## src/smpq_pkg.sv

```systemverilog
// Shared types, codes and defaults for the stable min-first priority queue.
`timescale 1ns / 1ps

package smpq_pkg;

  localparam int DEPTH_DEF         = 16;
  localparam int PRIORITY_BITS_DEF = 8;
  localparam int VALUE_BITS        = 32;
  localparam int IN_PRIORITY_BITS  = 8;
  localparam int STATUS_BITS       = 2;

  // command codes
  localparam logic CMD_INSERT = 1'b0;
  localparam logic CMD_REMOVE = 1'b1;

  // result status codes
  localparam logic [STATUS_BITS-1:0] STATUS_DONE  = 2'd0;
  localparam logic [STATUS_BITS-1:0] STATUS_FULL  = 2'd1;
  localparam logic [STATUS_BITS-1:0] STATUS_EMPTY = 2'd2;

  // operation broadcast to every cell in the row
  typedef struct packed {
    logic ins;  // insert that fits
    logic rem;  // removal from a non-empty queue
  } ctrl_t;

endpackage

```

## src/stable_min_priority_queue.sv

```systemverilog
// Top level of the stable min-first priority queue: command port, cell row, result register.
`timescale 1ns / 1ps

// Channel   Direction  Handshake                 Beat
// command   in         start high, busy low      cmd, in_value, in_priority
// result    out        done high for one cycle   status, out_value
//
// A new command is taken in every cycle and busy
// never rises. The result beat appears on the cycle after the command beat.
// The row of DEPTH cells is kept sorted by priority, oldest first among
// equal priorities, so cell 0 always holds the entry to remove next.
// An insert shifts the tail down by one slot, a removal shifts all up by one.
// Reset clears the valid bits at once; no clearing pass is needed.
// The receiver cannot stall: each result is taken in the cycle it shows.

module stable_min_priority_queue #(
  parameter int DEPTH         = smpq_pkg::DEPTH_DEF,
  parameter int PRIORITY_BITS = smpq_pkg::PRIORITY_BITS_DEF
) (
  input  logic                                  clk,
  input  logic                                  rst,
  input  logic                                  start,
  output logic                                  busy,
  input  logic                                  cmd,
  input  logic signed [smpq_pkg::VALUE_BITS-1:0] in_value,
  input  logic [smpq_pkg::IN_PRIORITY_BITS-1:0] in_priority,
  output logic                                  done,
  output logic [smpq_pkg::STATUS_BITS-1:0]      status,
  output logic signed [smpq_pkg::VALUE_BITS-1:0] out_value
);

  // Neighbor links; slot j+1 is cell j, slots 0 and DEPTH+1 are empty ends.
  logic                            link_valid [0:DEPTH+1];
  logic [PRIORITY_BITS-1:0]        link_pri   [0:DEPTH+1];
  logic [smpq_pkg::VALUE_BITS-1:0] link_value [0:DEPTH+1];
  logic                            link_place [0:DEPTH];

  logic [31:0]                     pri_ext;
  logic [PRIORITY_BITS-1:0]        new_pri;
  logic                            accept;
  logic                            full;
  logic                            empty;
  smpq_pkg::ctrl_t                 ctrl;

  assign busy   = 1'b0;
  assign accept = start && !busy;

  // keep only the low PRIORITY_BITS bits of the incoming priority
  assign pri_ext = 32'(in_priority);
  assign new_pri = pri_ext[PRIORITY_BITS-1:0];

  assign full  = link_valid[DEPTH];
  assign empty = !link_valid[1];

  assign ctrl.ins = accept && (cmd == smpq_pkg::CMD_INSERT) && !full;
  assign ctrl.rem = accept && (cmd == smpq_pkg::CMD_REMOVE) && !empty;

  // ends of the row
  assign link_valid[0]       = 1'b0;
  assign link_pri[0]         = '0;
  assign link_value[0]       = '0;
  assign link_place[0]       = 1'b0;
  assign link_valid[DEPTH+1] = 1'b0;
  assign link_pri[DEPTH+1]   = '0;
  assign link_value[DEPTH+1] = '0;

  for (genvar i = 0; i < DEPTH; i++) begin : g_cell
    smpq_cell #(
      .PRIORITY_BITS(PRIORITY_BITS)
    ) u_cell (
      .clk       (clk),
      .rst       (rst),
      .ctrl      (ctrl),
      .new_pri   (new_pri),
      .new_value (in_value),
      .prev_place(link_place[i]),
      .prev_valid(link_valid[i]),
      .prev_pri  (link_pri[i]),
      .prev_value(link_value[i]),
      .next_valid(link_valid[i+2]),
      .next_pri  (link_pri[i+2]),
      .next_value(link_value[i+2]),
      .place     (link_place[i+1]),
      .valid     (link_valid[i+1]),
      .pri       (link_pri[i+1]),
      .value     (link_value[i+1])
    );
  end

  // result register: one beat per accepted command
  always_ff @(posedge clk) begin
    if (rst) begin
      done <= 1'b0;
    end else begin
      done <= accept;
    end
  end

  always_ff @(posedge clk) begin
    if (accept) begin
      if (cmd == smpq_pkg::CMD_INSERT) begin
        status    <= full ? smpq_pkg::STATUS_FULL : smpq_pkg::STATUS_DONE;
        out_value <= '0;
      end else if (empty) begin
        status    <= smpq_pkg::STATUS_EMPTY;
        out_value <= '0;
      end else begin
        status    <= smpq_pkg::STATUS_DONE;
        out_value <= link_value[1];
      end
    end
  end

endmodule

```

## src/smpq_cell.sv

```systemverilog
// One slot of the sorted shift row: holds an entry, takes from a neighbor or the new item.
`timescale 1ns / 1ps

module smpq_cell #(
  parameter int PRIORITY_BITS = smpq_pkg::PRIORITY_BITS_DEF
) (
  input  logic                            clk,
  input  logic                            rst,
  input  smpq_pkg::ctrl_t                 ctrl,
  input  logic [PRIORITY_BITS-1:0]        new_pri,
  input  logic [smpq_pkg::VALUE_BITS-1:0] new_value,
  input  logic                            prev_place,
  input  logic                            prev_valid,
  input  logic [PRIORITY_BITS-1:0]        prev_pri,
  input  logic [smpq_pkg::VALUE_BITS-1:0] prev_value,
  input  logic                            next_valid,
  input  logic [PRIORITY_BITS-1:0]        next_pri,
  input  logic [smpq_pkg::VALUE_BITS-1:0] next_value,
  output logic                            place,
  output logic                            valid,
  output logic [PRIORITY_BITS-1:0]        pri,
  output logic [smpq_pkg::VALUE_BITS-1:0] value
);

  // new item belongs at or before this slot (strictly smaller keeps ties stable)
  assign place = !valid || (new_pri < pri);

  always_ff @(posedge clk) begin
    if (rst) begin
      valid <= 1'b0;
    end else if (ctrl.rem) begin
      valid <= next_valid;
    end else if (ctrl.ins && place) begin
      valid <= prev_place ? prev_valid : 1'b1;
    end
  end

  always_ff @(posedge clk) begin
    if (ctrl.rem) begin
      pri   <= next_pri;
      value <= next_value;
    end else if (ctrl.ins && place) begin
      if (prev_place) begin
        pri   <= prev_pri;
        value <= prev_value;
      end else begin
        pri   <= new_pri;
        value <= new_value;
      end
    end
  end

endmodule
```

## config.mk

```make
export PLATFORM = sky130hd
export DESIGN_NAME = stable_min_priority_queue
export DESIGN_NICKNAME = d
export VERILOG_FILES = /design/src/smpq_pkg.sv /design/src/stable_min_priority_queue.sv /design/src/smpq_cell.sv
export SDC_FILE = /design/constraint.sdc
export NUM_CORES = 2
export LEC_CHECK = 0
export BUFFER_PORTS_ARGS = -buffer_cell sky130_fd_sc_hd__buf_2
export CORE_UTILIZATION = 28
export DETAILED_ROUTE_END_ITERATION = 8
export PLACE_DENSITY_LB_ADDON = 0.3
export SLEW_MARGIN = 30
export SYNTH_ARGS = -nofsm -noshare
export SYNTH_HDL_FRONTEND = slang
export SYNTH_SLANG_ARGS = --single-unit
```

## constraint.sdc

```tcl
create_clock -name clk -period 5 [get_ports clk]
set_input_delay 0 -clock clk [delete_from_list [all_inputs] [get_ports clk]]
set_output_delay 0 -clock clk [all_outputs]
set_load 0.05 [all_outputs]
```

==> flow_metrics.py <==
metrics = {
    "global_route": {
        "grt_antenna_before_repair": 10,
        "met3_usage_pct": 1.908,
        "global_route.overflow_total": 0,
        "first_pass_grt_wire_length_um": 149000,
        "grt_pass1_vias": 24622,
        "globalRoute.busiestLayer": "met1",
        "grt_use_met1_pct": 22.80,
        "globalRouteTotalUtil_pct": 14.42,
        "grt_start_max_net_pins": 184,
        "met2_grt_util_pct": 20.10,
    },
    "place": {
        "placed_cells": 4815,
        "place_ws_ns": 1.736,
        "placed_area_mm2": 0.03685,
        "dp_hpwl_um": 61550,
        "buffer_ports.inserted": 78,
        "final_replace_weighted_congestion": 0.7842,
    },
    "timing": {
        "finalMaxSlewViolations": 0,
        "maxSlewHeadroom_pct": 31.90,
        "fin_tns_setup_ns": 0,
        "finalWorstPathRequiredPeriod_ns": 3.053,
        "finClkSkew_ns": 0.02425,
        "setup_viol": 0,
        "tightestPinTransition_ns": 1.022,
        "min_period_over_period_pct": 61.06,
        "maxClockFrequency_mhz": 327.5,
        "fin_worst_hold_slack_ns": 0.03008,
        "setup_repair_after_global_routing_missed_its_margin": "false",
        "timing.final.ws_setup_ns": 1.947,
        "timing_hold_violations_final": 0,
    },
    "clocking": {
        "cts_hold_buf": 42,
        "worst_skew_pair.late_latency_ns": 0.63,
        "count_of_cells_resized_by_post_cts_repair": 0,
        "cts.root.buffer_cell": "clkbuf_16",
        "cts_tree": "done",
        "tritoncts.num_buffers": 73,
        "h_tree_depth_reported_by_cts": 3,
        "cts.path.max_buffers": 3,
        "clock-sinks": 691,
        "post-cts-setup-buffer-count": 0,
        "clock_pin_slew_on_the_worst_setup_and_hold_paths_ns": 0.06,
    },
    "setup_path": {
        "r2r.worst_path.cells": 8,
        "worstPathCellList": "inv_1 -> ha_1 -> and4_1 -> and2_1 -> a32oi_4 -> buf_4 -> nand3_1 -> o211ai_2",
        "critical_path.max_fanout": 64,
        "timing.critical_path.from_type": "register",
        "setup.worst_path.class": "reg2reg",
        "cp_slowest_stage_delay_ns": 0.76,
        "reg2reg_slack_ns": 1.95,
        "rr_endpoint": "g_cell[2].u_cell.value[9]",
        "endpoint_kind": "register",
        "critPathTopFamily": "buffers and inverters",
        "critical-path-slowest-cell": "buf_4",
        "critical_path_buf_inv_count": 2,
        "crit_arrival_ns": 3.51,
        "startpoint_of_the_worst_register_to_register_path": "g_cell[1].u_cell.pri[7]",
        "crit_required_ns": 5.46,
    },
    "hold_path": {
        "worst_min_delay_path_class": "in2reg",
        "hold_path_startpoint": "cmd",
        "hold-path-cell-count": 4,
        "hold_end": "g_cell[15].u_cell.valid",
    },
    "synth": {
        "syn_area_per_cell_um2": 10.41,
        "ys_seq_area_share_pct": 57.27,
        "syn_nets": 3535,
        "synth_edf_count": 634,
        "yosysTopAreaCell": "edfxtp_1",
        "yosys_warnings": 0,
        "area_of_the_mapped_netlist_mm2": 0.03523,
        "yosys.area.top_type_share_pct": 54.04,
        "synth.distinct_cells": 42,
        "postSynthRegisterBits": 691,
        "yosysMostFrequentCell": "nand2_1",
        "synth-async-reset-ratio_pct": 0,
        "synth_cells": 3386,
        "synth_top_cells_by_count": "nand2_1 (652), edfxtp_1 (634), nand3_1 (566)",
        "synth-main-ff-cell": "edfxtp_1",
        "synth.area.top_cells": "edfxtp_1 (54%), o211ai_1 (9.3%), nand3_1 (8.0%)",
    },
    "floorplanning": {
        "core.rowCount": 129,
        "floorplan.initialDensity_pct": 28.35,
        "core_region_area_mm2": 0.1243,
        "fp.dieW_um": 356.7,
        "die_y_um": 356.7,
        "floorplan.die_area_mm2": 0.1273,
        "num_io_pins": 80,
    },
    "drt": {
        "num_vias": 26146,
        "drc": 0,
        "drt.antenna.violating_nets": 0,
        "drt_first_pass_iters": 5,
        "detail_route.iter0.violations": 3054,
        "detail_route.wl_per_cell_um": 18.83,
        "wl_um": 94120,
        "vias_per_cell": 5.230,
    },
    "cells_and_area": {
        "syn2layout_area_growth_pct": 12.33,
        "drive_above_1_share_pct": 8.736,
        "final_area_mm2": 0.03958,
        "footprint_of_the_flip_flops_and_latches_mm2": 0.02018,
        "final_core_density_pct": 31.84,
        "fillerInstances": 12696,
        "final_net_count": 3445,
        "instances_no_fill": 4999,
        "combined_area_of_the_multi_input_logic_cells_mm2": 0.01336,
    },
    "power": {
        "power.static_leakage_nw": 13.95,
        "power_density_mw_per_mm2": 366.7,
        "vdd_ir_drop_max_v": 0.0002502,
        "total_power_mw": 14.51,
    },
    "status": {
        "run_status": "complete, no violations",
    },
    "run": {
        "max_cap_violations": 0,
    },
}
==> where the power goes <==
| part | internal, mW | total [mW] | switching [mW] |
|---|---|---|---|
| Clock | 2.98 | 5.28 | 2.30 |
| Sequential | 7.04 | 7.32 | 0.284 |
| Combinational | 0.657 | 1.91 | 1.26 |
| Total | 10.7 | 14.5 | 3.84 |
==> layout make-up <==
cell class,count,area share (%)
sequential,691,50.99
multi-input combinational,2245,33.77
clock buffer,104,5.305
tap,1637,5.175
timing repair buffer,167,3.162
inverter,118,1.119
clock inverter,29,0.4300
antenna,8,0.05058
==> state kept, by name, indices dropped and copies added (netlist names) <==
name                 cells
g_cell.u_cell.valid     16
status                   2
done                     1
g_cell.u_cell.pri      128
out_value               32
g_cell.u_cell.value    512
==> cell usage in the layout (no fill, tap or decap), types with 8 or more instances in the layout <==
master and instances:
diode_2 8, edfxtp_1 634, buf_2 78, buf_4 40
nor2_1 25, inv_1 118, clkinv_2 11, o221ai_1 91
clkbuf_16 78, clkbuf_1 21, dlygate4sd3_1 42, o211ai_1 436
nand2_4 14, nor3b_1 15, o21ai_0 88, and3_1 40
dfxtp_1 57, a21oi_1 111, o211ai_2 33, a31oi_1 11
nand2_1 638, nand3_1 565, ha_1 105, clkinv_1 14
==> worst max path at each step <==
stage / from / end / depth (start not counted)
finish: g_cell[1].u_cell.pri[7] / g_cell[2].u_cell.value[9] / 8
floorplan: g_cell[14].u_cell.pri[7] / g_cell[14].u_cell.pri[0] / 7
global placement: g_cell[0].u_cell.valid / g_cell[11].u_cell.value[19] / 4
global route: g_cell[1].u_cell.pri[7] / g_cell[2].u_cell.value[9] / 8
CTS: g_cell[0].u_cell.valid / g_cell[13].u_cell.value[8] / 5
detailed placement: g_cell[0].u_cell.valid / g_cell[13].u_cell.value[8] / 5
==> worst reg2reg max path: stages (launching register included) <==
cell and delay (ns):
edfxtp_1 0.40, inv_1 0.09, ha_1 0.26, and4_1 0.23, and2_1 0.18, a32oi_4 0.57, buf_4 0.76, nand3_1 0.31
o211ai_2 0.11
==> routing by layer <==
layer  up-vias  wire, um
li1      12604         -
met1     12585     47700
met2       854     38700
met3       101      5825
met4         2      1876
met5         -        17
==> kinds of logic after synthesis <==
| kind of cell | synth area share (%) |
|---|---|
| AO/OA/AOI/OAI | 17.10 |
| adder cells (fa/ha/maj) | 3.729 |
| buffers and inverters | 5.249 |
| flip-flops | 57.27 |
| other | 0.01064 |
| AND/OR/NAND/NOR | 16.63 |
(Power assumes the default switching activity.)
